--- config.mk ---
export PLATFORM = sky130hd
export DESIGN_NAME = atan2_polynomial_approx_top_flat
export DESIGN_NICKNAME = d
export VERILOG_FILES = /design/src/design/atp_pkg.sv /design/src/design/atp_coord_if.sv /design/src/design/atp_angle_if.sv /design/src/design/atp_div.sv /design/src/design/atp_poly.sv /design/src/design/atp_quad.sv /design/src/design/atan2_polynomial_approx_top.sv /design/src/flat_wrapper.sv
export SDC_FILE = /design/constraint.sdc
export NUM_CORES = 2
export LEC_CHECK = 0
export BUFFER_PORTS_ARGS = -buffer_cell sky130_fd_sc_hd__buf_4
export CORE_MARGIN = 2
export CORE_UTILIZATION = 55
export DETAILED_ROUTE_END_ITERATION = 16
export PLACE_DENSITY = 0.78
export SKIP_CTS_REPAIR_TIMING = 1
export SLEW_MARGIN = 20
export SYNTH_ARGS = -nofsm -noshare
export SYNTH_HDL_FRONTEND = slang
export SYNTH_HIERARCHICAL = 1
export SYNTH_SLANG_ARGS = --single-unit
--- constraint.sdc ---
create_clock -name clk -period 9.57 [get_ports clk]
set_clock_uncertainty 0.1 [all_clocks]
set_input_delay 0 -clock clk [delete_from_list [all_inputs] [get_ports clk]]
set_output_delay 0 -clock clk [all_outputs]
set_load 0.01 [all_outputs]
--- src/design/atp_pkg.sv ---
// Shared types, coefficients and fixed-point helpers for the atan2 pipeline.
package atp_pkg;

  localparam int QUOT_BITS  = 16;
  localparam int DIV_STEPS  = 4;
  localparam int DIV_STAGES = QUOT_BITS / DIV_STEPS;

  localparam logic [15:0] COEF_C1 = 16'd10736;
  localparam logic [15:0] COEF_C2 = 16'd5220;
  localparam logic [15:0] COEF_C3 = 16'd1524;

  localparam logic [31:0] HALF_PI_Q30 = 32'd1686629713;
  localparam logic [31:0] PI_Q30      = 32'd3373259426;

  typedef struct packed {
    logic swap;
    logic xneg;
    logic yneg;
  } atp_flags_t;

  typedef struct packed {
    logic [QUOT_BITS-1:0] a;
    atp_flags_t           fl;
  } atp_ratio_t;

  typedef struct packed {
    logic [QUOT_BITS-1:0] a;
    logic [QUOT_BITS-1:0] d;
    atp_flags_t           fl;
  } atp_corr_t;

  function automatic logic [15:0] mul_q15(input logic [15:0] p, input logic [15:0] q);
    logic [31:0] prod;
    prod = 32'(p) * 32'(q) + 32'd16384;
    return prod[30:15];
  endfunction

endpackage

--- src/design/atp_coord_if.sv ---
// Coordinate pair channel: valid, ready and signed x/y payload.
interface atp_coord_if #(parameter int COORD_WIDTH = 16);
  logic                          valid;
  logic                          ready;
  logic signed [COORD_WIDTH-1:0] x_coord;
  logic signed [COORD_WIDTH-1:0] y_coord;

  modport source (output valid, output x_coord, output y_coord, input ready);
  modport sink   (input valid, input x_coord, input y_coord, output ready);
endinterface

--- src/design/atp_angle_if.sv ---
// Angle result channel: valid, ready and signed angle payload.
interface atp_angle_if #(parameter int ANGLE_WIDTH = 16);
  logic                          valid;
  logic                          ready;
  logic signed [ANGLE_WIDTH-1:0] angle;

  modport source (output valid, output angle, input ready);
  modport sink   (input valid, input angle, output ready);
endinterface

--- src/design/atp_div.sv ---
// Magnitude, min/max ordering and pipelined restoring divider for the Q1.15 ratio.
module atp_div import atp_pkg::*; #(
  parameter int COORD_WIDTH = 16
) (
  input  logic                          clk,
  input  logic                          rst,
  input  logic                          in_valid,
  output logic                          in_ready,
  input  logic signed [COORD_WIDTH-1:0] x_coord,
  input  logic signed [COORD_WIDTH-1:0] y_coord,
  output logic                          out_valid,
  input  logic                          out_ready,
  output atp_ratio_t                    out_data
);

  localparam int NS = DIV_STAGES + 1;

  logic [NS-1:0] vld;
  logic [NS:0]   rdy;

  logic [COORD_WIDTH:0]   rem  [DIV_STAGES];
  logic [COORD_WIDTH-1:0] hi   [DIV_STAGES];
  logic [QUOT_BITS-1:0]   quo  [DIV_STAGES];
  atp_flags_t             fl   [NS];
  logic                   zero [NS];

  logic                   x_neg, y_neg;
  logic [COORD_WIDTH-1:0] ax, ay, lo_v, hi_v;

  always_comb begin
    rdy[NS] = out_ready;
    for (int k = NS - 1; k >= 0; k--) begin
      rdy[k] = !vld[k] || rdy[k+1];
    end
  end

  assign in_ready = rdy[0];

  always_ff @(posedge clk) begin
    if (rst) begin
      vld <= '0;
    end else begin
      for (int k = 0; k < NS; k++) begin
        if (rdy[k]) begin
          vld[k] <= (k == 0) ? in_valid : vld[k-1];
        end
      end
    end
  end

  assign x_neg = x_coord[COORD_WIDTH-1];
  assign y_neg = y_coord[COORD_WIDTH-1];
  assign ax    = x_neg ? ($unsigned(~x_coord) + 1'b1) : $unsigned(x_coord);
  assign ay    = y_neg ? ($unsigned(~y_coord) + 1'b1) : $unsigned(y_coord);
  assign lo_v  = (ax < ay) ? ax : ay;
  assign hi_v  = (ax < ay) ? ay : ax;

  always_ff @(posedge clk) begin
    if (rdy[0]) begin
      rem[0]     <= {1'b0, lo_v};
      hi[0]      <= hi_v;
      fl[0].swap <= ay > ax;
      fl[0].xneg <= x_neg;
      fl[0].yneg <= y_neg;
      zero[0]    <= hi_v == '0;
    end
  end

  for (genvar j = 0; j < DIV_STAGES; j++) begin : g_step
    logic [QUOT_BITS-1:0]   quo_in;
    logic [QUOT_BITS-1:0]   quo_next;
    logic [COORD_WIDTH:0]   rem_next;

    if (j == 0) begin : g_first
      assign quo_in = '0;
    end else begin : g_rest
      assign quo_in = quo[j-1];
    end

    always_comb begin
      rem_next = rem[j];
      quo_next = quo_in;
      for (int i = 0; i < DIV_STEPS; i++) begin
        if (rem_next >= {1'b0, hi[j]}) begin
          rem_next = rem_next - {1'b0, hi[j]};
          quo_next = {quo_next[QUOT_BITS-2:0], 1'b1};
        end else begin
          quo_next = {quo_next[QUOT_BITS-2:0], 1'b0};
        end
        rem_next = {rem_next[COORD_WIDTH-1:0], 1'b0};
      end
    end

    always_ff @(posedge clk) begin
      if (rdy[j+1]) begin
        quo[j]    <= quo_next;
        fl[j+1]   <= fl[j];
        zero[j+1] <= zero[j];
      end
    end

    if (j < DIV_STAGES - 1) begin : g_pass
      always_ff @(posedge clk) begin
        if (rdy[j+1]) begin
          rem[j+1] <= rem_next;
          hi[j+1]  <= hi[j];
        end
      end
    end
  end

  assign out_valid   = vld[NS-1];
  assign out_data.a  = zero[NS-1] ? '0 : quo[DIV_STAGES-1];
  assign out_data.fl = fl[NS-1];

endmodule

--- src/design/atp_poly.sv ---
// Four-stage Q15 evaluation of the odd arctangent polynomial correction term.
module atp_poly import atp_pkg::*; (
  input  logic       clk,
  input  logic       rst,
  input  logic       in_valid,
  output logic       in_ready,
  input  atp_ratio_t in_data,
  output logic       out_valid,
  input  logic       out_ready,
  output atp_corr_t  out_data
);

  localparam int NS = 4;

  logic [NS-1:0] vld;
  logic [NS:0]   rdy;

  logic [15:0] a0, s0;
  logic [15:0] a1, s1, t1, m1;
  logic [15:0] a2, m2, t2;
  logic [15:0] a3, d3;
  atp_flags_t  fl0, fl1, fl2, fl3;
  logic [15:0] v, q;

  always_comb begin
    rdy[NS] = out_ready;
    for (int k = NS - 1; k >= 0; k--) begin
      rdy[k] = !vld[k] || rdy[k+1];
    end
  end

  assign in_ready = rdy[0];

  always_ff @(posedge clk) begin
    if (rst) begin
      vld <= '0;
    end else begin
      for (int k = 0; k < NS; k++) begin
        if (rdy[k]) begin
          vld[k] <= (k == 0) ? in_valid : vld[k-1];
        end
      end
    end
  end

  assign v = COEF_C2 - t1;
  assign q = COEF_C1 - t2;

  always_ff @(posedge clk) begin
    if (rdy[0]) begin
      a0  <= in_data.a;
      s0  <= mul_q15(in_data.a, in_data.a);
      fl0 <= in_data.fl;
    end
    if (rdy[1]) begin
      a1  <= a0;
      s1  <= s0;
      t1  <= mul_q15(COEF_C3, s0);
      m1  <= mul_q15(a0, s0);
      fl1 <= fl0;
    end
    if (rdy[2]) begin
      a2  <= a1;
      m2  <= m1;
      t2  <= mul_q15(v, s1);
      fl2 <= fl1;
    end
    if (rdy[3]) begin
      a3  <= a2;
      d3  <= mul_q15(m2, q);
      fl3 <= fl2;
    end
  end

  assign out_valid   = vld[NS-1];
  assign out_data.a  = a3;
  assign out_data.d  = d3;
  assign out_data.fl = fl3;

endmodule

--- src/design/atp_quad.sv ---
// Octant result, quadrant reflection, rounding and sign for the output angle.
module atp_quad import atp_pkg::*; #(
  parameter int ANGLE_FRAC_BITS = 13
) (
  input  logic                                clk,
  input  logic                                rst,
  input  logic                                in_valid,
  output logic                                in_ready,
  input  atp_corr_t                           in_data,
  output logic                                out_valid,
  input  logic                                out_ready,
  output logic signed [ANGLE_FRAC_BITS+2:0]   angle
);

  localparam int          ANGLE_WIDTH = ANGLE_FRAC_BITS + 3;
  localparam int          RND_SHIFT   = 30 - ANGLE_FRAC_BITS;
  localparam logic [32:0] RND_Q30     = 33'd1 << (29 - ANGLE_FRAC_BITS);
  localparam int          NS          = 3;

  logic [NS-1:0] vld;
  logic [NS:0]   rdy;

  logic [15:0]            r;
  logic [31:0]            zq, z1_next, z2;
  logic [32:0]            zr;
  logic [31:0]            z1;
  logic [ANGLE_WIDTH-1:0] mag, ang_q;
  atp_flags_t             fl0, fl1;

  always_comb begin
    rdy[NS] = out_ready;
    for (int k = NS - 1; k >= 0; k--) begin
      rdy[k] = !vld[k] || rdy[k+1];
    end
  end

  assign in_ready = rdy[0];

  always_ff @(posedge clk) begin
    if (rst) begin
      vld <= '0;
    end else begin
      for (int k = 0; k < NS; k++) begin
        if (rdy[k]) begin
          vld[k] <= (k == 0) ? in_valid : vld[k-1];
        end
      end
    end
  end

  assign r       = (in_data.d > in_data.a) ? '0 : in_data.a - in_data.d;
  assign zq      = {1'b0, r, 15'd0};
  assign z1_next = in_data.fl.swap ? HALF_PI_Q30 - zq : zq;
  assign z2      = fl0.xneg ? PI_Q30 - z1 : z1;
  assign zr      = ({1'b0, z2} + RND_Q30) >> RND_SHIFT;

  always_ff @(posedge clk) begin
    if (rdy[0]) begin
      z1  <= z1_next;
      fl0 <= in_data.fl;
    end
    if (rdy[1]) begin
      mag <= zr[ANGLE_WIDTH-1:0];
      fl1 <= fl0;
    end
    if (rdy[2]) begin
      ang_q <= fl1.yneg ? '0 - mag : mag;
    end
  end

  assign out_valid = vld[NS-1];
  assign angle     = $signed(ang_q);

endmodule

--- src/design/atan2_polynomial_approx_top.sv ---
// Top level of the pipelined four-quadrant arctangent block.
// Usage:
//   coord  (sink): one signed x/y coordinate pair per transfer, common scale.
//   result (source): atan2(y, x) in radians, signed Q3.ANGLE_FRAC_BITS,
//   from -pi to pi; zero in, zero out.
// Pipeline: an input transfer passes through 1 magnitude stage, 4 divider
//   stages of 4 quotient bits each, 4 polynomial stages with one Q15
//   multiply per path and 3 reflect/round stages before its result transfer.
// Throughput: one pair per cycle unless stalled; the pipeline depth is set by the
//   restoring divider chain and the dependent multiplies of the polynomial.
// Reset: rst is synchronous and clears every stage valid bit; no result is
//   offered in the cycle after reset.
// Stall: when result.ready is low the final stage holds its result while
//   earlier empty stages keep filling, so coord.ready drops only once every
//   stage holds an item. Nothing is dropped or repeated.
module atan2_polynomial_approx_top import atp_pkg::*; #(
  parameter int COORD_WIDTH     = 16,
  parameter int ANGLE_FRAC_BITS = 13
) (
  input logic          clk,
  input logic          rst,
  atp_coord_if.sink    coord,
  atp_angle_if.source  result
);

  logic       div_valid, div_ready;
  atp_ratio_t div_data;
  logic       poly_valid, poly_ready;
  atp_corr_t  poly_data;

  atp_div #(.COORD_WIDTH(COORD_WIDTH)) u_div (
    .clk       (clk),
    .rst       (rst),
    .in_valid  (coord.valid),
    .in_ready  (coord.ready),
    .x_coord   (coord.x_coord),
    .y_coord   (coord.y_coord),
    .out_valid (div_valid),
    .out_ready (div_ready),
    .out_data  (div_data)
  );

  atp_poly u_poly (
    .clk       (clk),
    .rst       (rst),
    .in_valid  (div_valid),
    .in_ready  (div_ready),
    .in_data   (div_data),
    .out_valid (poly_valid),
    .out_ready (poly_ready),
    .out_data  (poly_data)
  );

  atp_quad #(.ANGLE_FRAC_BITS(ANGLE_FRAC_BITS)) u_quad (
    .clk       (clk),
    .rst       (rst),
    .in_valid  (poly_valid),
    .in_ready  (poly_ready),
    .in_data   (poly_data),
    .out_valid (result.valid),
    .out_ready (result.ready),
    .angle     (result.angle)
  );

endmodule

--- src/flat_wrapper.sv ---
// flat-port wrapper written by rule: the top's interface ports become plain ports
module atan2_polynomial_approx_top_flat import atp_pkg::*;
#(
  parameter int COORD_WIDTH     = 16,
  parameter int ANGLE_FRAC_BITS = 13
)
  (clk, rst, coord_valid, coord_x_coord, coord_y_coord, coord_ready, result_valid, result_angle, result_ready);
  atp_coord_if #(.COORD_WIDTH(COORD_WIDTH)) coord_i ();
  atp_angle_if #(.ANGLE_WIDTH(ANGLE_FRAC_BITS + 3)) result_i ();
  input logic clk;
  input logic rst;
  input wire logic [$bits(coord_i.valid)-1:0] coord_valid;
  input wire logic [$bits(coord_i.x_coord)-1:0] coord_x_coord;
  input wire logic [$bits(coord_i.y_coord)-1:0] coord_y_coord;
  output wire logic [$bits(coord_i.ready)-1:0] coord_ready;
  output wire logic [$bits(result_i.valid)-1:0] result_valid;
  output wire logic [$bits(result_i.angle)-1:0] result_angle;
  input wire logic [$bits(result_i.ready)-1:0] result_ready;
  assign coord_i.valid = coord_valid;
  assign coord_i.x_coord = coord_x_coord;
  assign coord_i.y_coord = coord_y_coord;
  assign coord_ready = coord_i.ready;
  assign result_valid = result_i.valid;
  assign result_angle = result_i.angle;
  assign result_i.ready = result_ready;
  atan2_polynomial_approx_top #(.COORD_WIDTH(COORD_WIDTH), .ANGLE_FRAC_BITS(ANGLE_FRAC_BITS)) u_core (.clk(clk), .rst(rst), .coord(coord_i), .result(result_i));
endmodule
* Yosys cells after proc, flatten, opt, wreduce, memory -nomap -nowiden
Memories as Yosys holds them, arrays and structs flattened. A register that Yosys moved wholly into a read port is not among the register bits. Index checks and enable logic that the tools add are counted. Widths: inputs -> output; s select.
Word-level totals: register bits 264, latch bits 0, bits in writable memories 216, ROM bits 0, input bits 36, memories kept 5
Operators by class: add/sub/neg operators 29, $mul 5, divide/modulo/power cells 0, $lt $le $gt $ge 19, equal/unequal tests 0, shifts and indexed selects 0, mux-type cells 50, bitwise logic cells 2, reductions and logical operators 25
Memory list:
- u_core.u_div.rem | depth 4, width 17, read ports 4, clocked after memory_dff 0, wr ports 4, RTL line atp_div.sv:21 | logic [COORD_WIDTH:0] rem [DIV_STAGES];
- u_core.u_div.hi | depth 4, width 16, read ports 4, clocked after memory_dff 0, wr ports 4, RTL line atp_div.sv:22 | logic [COORD_WIDTH-1:0] hi [DIV_STAGES];
- u_core.u_div.quo | depth 4, width 16, read ports 4, clocked after memory_dff 0, wr ports 4, RTL line atp_div.sv:23 | logic [QUOT_BITS-1:0] quo [DIV_STAGES];
- u_core.u_div.fl | depth 5, width 3, read ports 5, clocked after memory_dff 1, wr ports 5, RTL line atp_div.sv:24 | atp_flags_t fl [NS];
- u_core.u_div.zero | depth 5, width 1, read ports 5, clocked after memory_dff 0, wr ports 5, RTL line atp_div.sv:25 | logic zero [NS];
Operator list (count):
- $mux 16 | 22
- $ge 17x16->1 | 16
- $sub 16x16->16 | 16
- $add 31x15->31 const B | 4
- $mul 16x16->31 | 4
- $add 32x17->33 const B | 1
- $add 16x1->16 const B | 2
- $gt 16x16->1 | 2
- $mux 32 | 1
- $not 16->16 | 2
- $sub 31x31->32 const A | 1
- $sub 32x32->32 const A | 1
- $mux 31 | 1
- $add 27x15->28 const B | 1
- $mux 1 | 26
- $mul 9x16->25 const A | 1
- $logic_not 16->1 | 1
- $lt 16x16->1 | 1
- $sub 1x16->16 const A | 1
- $sub 13x16->16 const A | 1
- $sub 14x16->16 const A | 1
- $logic_not 1->1 | 12
- $logic_or 1x1->1 | 12

* Depth between registers and ports, before layout
depth in word-level cells 15, mapped depth 48, gate-level depth less buffers 45

* Cells and area by module
The synthesis kept the hierarchy.
By module, submodules not included:
- atp_poly | instances 1, cells an instance 4078, area each 40143.5 um^2, seq. area each 5635.4 um^2
- atp_div | instances 1, cells an instance 2313, area each 20941.3 um^2, seq. area each 5745.5 um^2
- atp_quad | instances 1, cells an instance 448, area each 4265.3 um^2, seq. area each 1651.6 um^2

* Least setup slack after synthesis
Ideal clock, no wire load.
path type register to register, start point memory u_core.u_div.hi[2][0], end point memory u_core/u_div/rem[3][10] in the netlist's numbering (data pin), arrival 9.938 ns, data required time 9.210 ns, path slack -0.728 ns, cell stages (with the launch flop) 43, buffers on the path 4, cells stage by stage edfxtp_1 -> buf_4 -> clkinv_1 -> fa_1 -> a211oi_2 -> o21ai_1 -> o41ai_2 -> a211oi_1 -> o21a_1 -> or3_1 -> a31o_1 -> ha_1 -> nand3_1 -> nor3_1 -> a31o_2 -> a211o_1 -> a21oi_4 -> clkbuf_1 -> [... 7 more ...] -> a31o_2 -> a21o_1 -> a221oi_4 -> clkbuf_1 -> o21ai_0 -> ha_1 -> and3_4 -> a21o_1 -> a211oi_2 -> a31oi_1 -> or4_1 -> a31o_1 -> a21o_1 -> a211oi_1 -> inv_1 -> a211oi_4 -> buf_8 -> mux2_4
RTL lines (RTL line):
- from (decl) | atp_div.sv:22
- to (decl) | atp_div.sv:21

==> impl.org <==
** Run status
- The run finished, with violations left.
- The checks that failed: setup timing.

** Synth
- Leading register cell type out of synthesis :: sky130_fd_sc_hd__edfxtp_1
- Unique cell type count in the Yosys netlist :: 118
- After technology mapping, the gate count stands at 6,839.
- The fraction of the mapped netlist area in compound gates was 0.101.
- Of all cell types, the one taking the most synthesized area is sky130_fd_sc_hd__fa_1.
- Of the total synthesized cell area, the portion taken by AND, OR, NAND and NOR gates is 0.138.
- After synthesis the netlist holds a flip-flop and latch count of 438.
- The number of nets handed over by synthesis was around 8,500.
- Post-synthesis adder-cell area fraction :: 0.396
- Fraction of synthesized cell area taken by the top area cell type :: 0.250
- Dominant combinational cell family by area after synthesis :: adder cells
- Count of synthesis-stage warnings from yosys :: 6
- The synthesized netlist occupies a cell area of 65,400 um^2.
- Multiplexer share of the synthesized area :: 0.0303
- Counting flops with a built-in enable in the synthesized netlist gives 426.
- By area the synthesized netlist is led by sky130_fd_sc_hd__fa_1, sky130_fd_sc_hd__edfxtp_1, sky130_fd_sc_hd__ha_1, sky130_fd_sc_hd__inv_1, sky130_fd_sc_hd__nand2_1.
- For this run, asynchronously set or reset flops after synthesis account for 0.
- Of the total synthesized cell area, the portion taken by XOR and XNOR cells is 0.0522.
- Mean area per synthesized cell :: 9.56 um^2
- Sequential-to-total area share from yosys stat :: 0.199

** Worst setup path
- For this design, the slowest cell found on the critical path is sky130_fd_sc_hd__edfxtp_1.
- The critical path is of the register to register type.
- The worst setup path is captured at a register.
- FF-to-FF setup slack :: -160 ps
- The startpoint identified for the worst register-to-register timing path is u_core/u_div/rem[2][1].
- Endpoint of the worst-slack reg-to-reg timing path :: u_core/u_div/rem[3][13]
- Critical path data required time :: 9870 ps
- At the worst endpoint, the arrival time is ~10,000 ps.
- The worst setup path is launched from a register.
- Of all nets on the critical path, the largest fanout is 9.
- For this run, the slowest stage of the critical path takes approximately 460 ps.
- Depth of the worst register-to-register path :: 40

** Die
- Die span in y :: 349 um
- After floorplanning, the core was sized to cover 118,000 um^2.
- Die ar. :: 122,000 um^2
- Placement Rows :: 126
- Initial cell density of the core :: 0.554
- In this run the count of I/O pins placed on the die edge is 54.
- Die Width :: ~350 um

** Route
- For this run, design rule violations remaining after detail routing come to 0.
- For this block, the via count after detailed routing is 50,100.
- For this block, the routed nets add up to 164,000 um of wire.
- Using the TritonRoute via totals, the vias-per-cell ratio works out to 5.70.
- In this run, the number of DRC markers left after iteration 0 of detailed routing was 3,517.
- Number of nets with antenna violations after detailed routing :: 0
- Before antenna repair, the detailed router went through 8 iterations.
- In the final routed layout, each cell accounts on average for roughly 19 um.

** Cells and area
- After the last flow step, the layout net total stands at 8,823.
- Final instance area :: about 73,000 um^2
- Once layout is complete, the cells apart from fillers number 8,789.
- Fill cell instance count of the final layout :: roughly 9,400
- The area growth from synthesis to layout is 12.0%.
- Most common cell after layout, fill and taps aside :: sky130_fd_sc_hd__inv_1
- The library cells used most frequently in the layout, excluding fill and tap cells, are sky130_fd_sc_hd__inv_1, sky130_fd_sc_hd__fa_1, sky130_fd_sc_hd__ha_1, sky130_fd_sc_hd__nand2_1, sky130_fd_sc_hd__edfxtp_1.
- Measured on the finished design, the core utilization comes to 0.621.
- Share of post-route cells with drive strength above 1 :: 0.117

** Placed design
- In this run, placement finished with an instance count of 8,598.
- Total of buffers placed on input and output ports :: 53
- Once placement finished, the instance area stood at around 70,000 um^2.
- After legalization and detailed placement, the total HPWL measured approximately 130,000 um.
- Global placement routability congestion :: between 0.9 and 1

** Flow run
- The tool flagged a number of max-cap violations equal to 0.

** Clocking
- Clock-pin slew was measured on the worst setup and hold paths at 60 ps.
- Counting the buffers created by CTS gives 53.
- The later pin in the worst-skew pair is clocked with a latency of around 660 ps.
- The H-tree generated during clock tree synthesis spans 2 levels.
- Largest buffer count on any clock path :: 3
- The root buffer cell chosen for the clock tree is sky130_fd_sc_hd__clkbuf_16.
- CTS saw 438 sinks.
- TritonCTS built the clock tree.

** Timing
- Normalized max-slew margin :: 0.288
- Share of the cycle needed by the critical path after routing :: 1.02
- After layout, the worst setup slack is -156 ps.
- Counting I/O delays and the setup requirement, the final critical path takes slightly below 10,000 ps.
- The final count of hold timing violations was 0.
- Max Freq :: 103 MHz
- Setup repair after global routing could not meet its margin everywhere.
- At the pin with the least slew margin, the transition time is around 1100 ps.
- Setup violations remaining at the end of the flow were counted as 14.
- Max-slew violations :: 0

** Worst hold path
- The worst hold path terminates at u_core/u_div/vld[2].
- Path class of the lowest-slack min-delay path :: input port to register
- The worst hold path begins at rst.
- The worst hold path was traced through 3 stages.

** Global route
- Total global routing track utilization :: 0.271
- Largest net degree at the start of global routing :: 65
- Number of antenna violations at the first check in global routing :: 1
- Total grt overflow :: 0
- Wire length of the first global-routing pass :: 266,000 um
- The via count of the first global-routing pass came to roughly 53,000.
## critical path: cells and delay by family, from the launching register on
family | cells | cell delay [ps]
compound gates | 19 | 4110
fa+ha+maj | 5 | 1280
buf+inv | 6 | 850
flops | 1 | 460
mux | 4 | 1250
simple gates | 6 | 1430
## synth_stat cells (46+ instances only)
master,count
sky130_fd_sc_hd__mux2i_1,46
sky130_fd_sc_hd__clkbuf_1,149
sky130_fd_sc_hd__and2_1,393
sky130_fd_sc_hd__ha_1,764
sky130_fd_sc_hd__nand2b_1,48
sky130_fd_sc_hd__nand3_1,55
sky130_fd_sc_hd__mux2_2,123
sky130_fd_sc_hd__fa_1,816
sky130_fd_sc_hd__o21ai_0,202
sky130_fd_sc_hd__nand4_1,54
sky130_fd_sc_hd__a21oi_1,277
sky130_fd_sc_hd__nor2_1,267
sky130_fd_sc_hd__a21o_1,114
sky130_fd_sc_hd__nand2_1,739
sky130_fd_sc_hd__xnor2_1,253
sky130_fd_sc_hd__inv_1,1225
sky130_fd_sc_hd__xor2_1,135
sky130_fd_sc_hd__nor2b_1,79
sky130_fd_sc_hd__nor3_1,78
sky130_fd_sc_hd__edfxtp_1,426
sky130_fd_sc_hd__o21a_1,65
## logic make-up after synthesis
kind of cell | count (synthesis)
AO/OA/AOI/OAI | 992
XOR/XNOR | 389
adder cells (fa/ha/maj) | 1580
buffers and inverters | 1411
flip-flops | 438
multiplexers | 178
AND/OR/NAND/NOR | 1851
## sequential cells by signal, summed over array words and instances (netlist names), 5 cells and up
name	cells
u_core/u_poly/a0	16
u_core/u_poly/t1	13
u_core/u_div/quo	40
u_core/u_poly/a3	16
u_core/u_div/zero	5
u_core/u_poly/s1	16
u_core/u_quad/mag	16
u_core/u_poly/d3	16
u_core/u_poly/m1	16
u_core/u_div/hi	64
u_core/u_quad/angle	16
u_core/u_poly/t2	16
u_core/u_poly/a1	16
u_core/u_poly/m2	16
u_core/u_div/rem	64
u_core/u_div/vld	5
u_core/u_quad/z1	18
u_core/u_poly/s0	16
u_core/u_div/fl	15
u_core/u_poly/a2	16
## routing by layer
| layer | up-vias | share of wire | track usage |
|---|---|---|---|
| li1 | 23200 | - | - |
| met1 | 24800 | 0.41 | 0.339 |
| met2 | 1698 | 0.50 | 0.479 |
| met3 | 384 | 0.056 | 0.0333 |
| met4 | 2 | 0.038 | 0.100 |
| met5 | - | 0.000079 | 0 |
## worst max path at each step
stage,start,end,slack [ps],cells past startpoint
final,u_core/u_div/rem[2][1],u_core/u_div/rem[3][13],-160,40
after global routing,u_core/u_div/rem[2][1],u_core/u_div/rem[3][9],-580,41
after CTS,u_core/u_div/rem[2][1],u_core/u_div/rem[3][4],-380,42
after detailed placement,u_core/u_div/rem[2][1],u_core/u_div/rem[3][6],-320,42
after global placement,u_core/u_div/rem[2][1],u_core/u_div/rem[3][6],-130,40
after floorplan,u_core/u_div/rem[2][12],u_core/u_div/rem[3][10],-20,42
## cell type report
cell class                      instances  area [um^2]  share of cell area
Multi-Input combinational cell       4992        47800               0.653
Inverter                             1230         4620              0.0631
Antenna cell                            1         2.50           0.0000342
Clock inverter                         35          449             0.00614
Tap cell                             1536         1920              0.0263
Timing Repair Buffer                  492         4010              0.0547
Clock buffer                           65         1400              0.0191
Sequential cell                       438        13000               0.178
## metrics by stage
stage / setup slack (ps) / hold WS (ps) / TNS (ps)
3_3_place_gp: -127 / 136 / -1470
6_report: -156 / 92.7 / -1860
2_1_floorplan: -16.2 / -30.9 / -130
3_5_place_dp: -316 / 158 / -4780
4_1_cts: -375 / -551 / -7460
5_1_grt: -585 / 89.0 / -9740
Power is left out: the tool's default activity adds up to more than one toggle a clock period on the data nets, which glitch-free logic cannot reach.
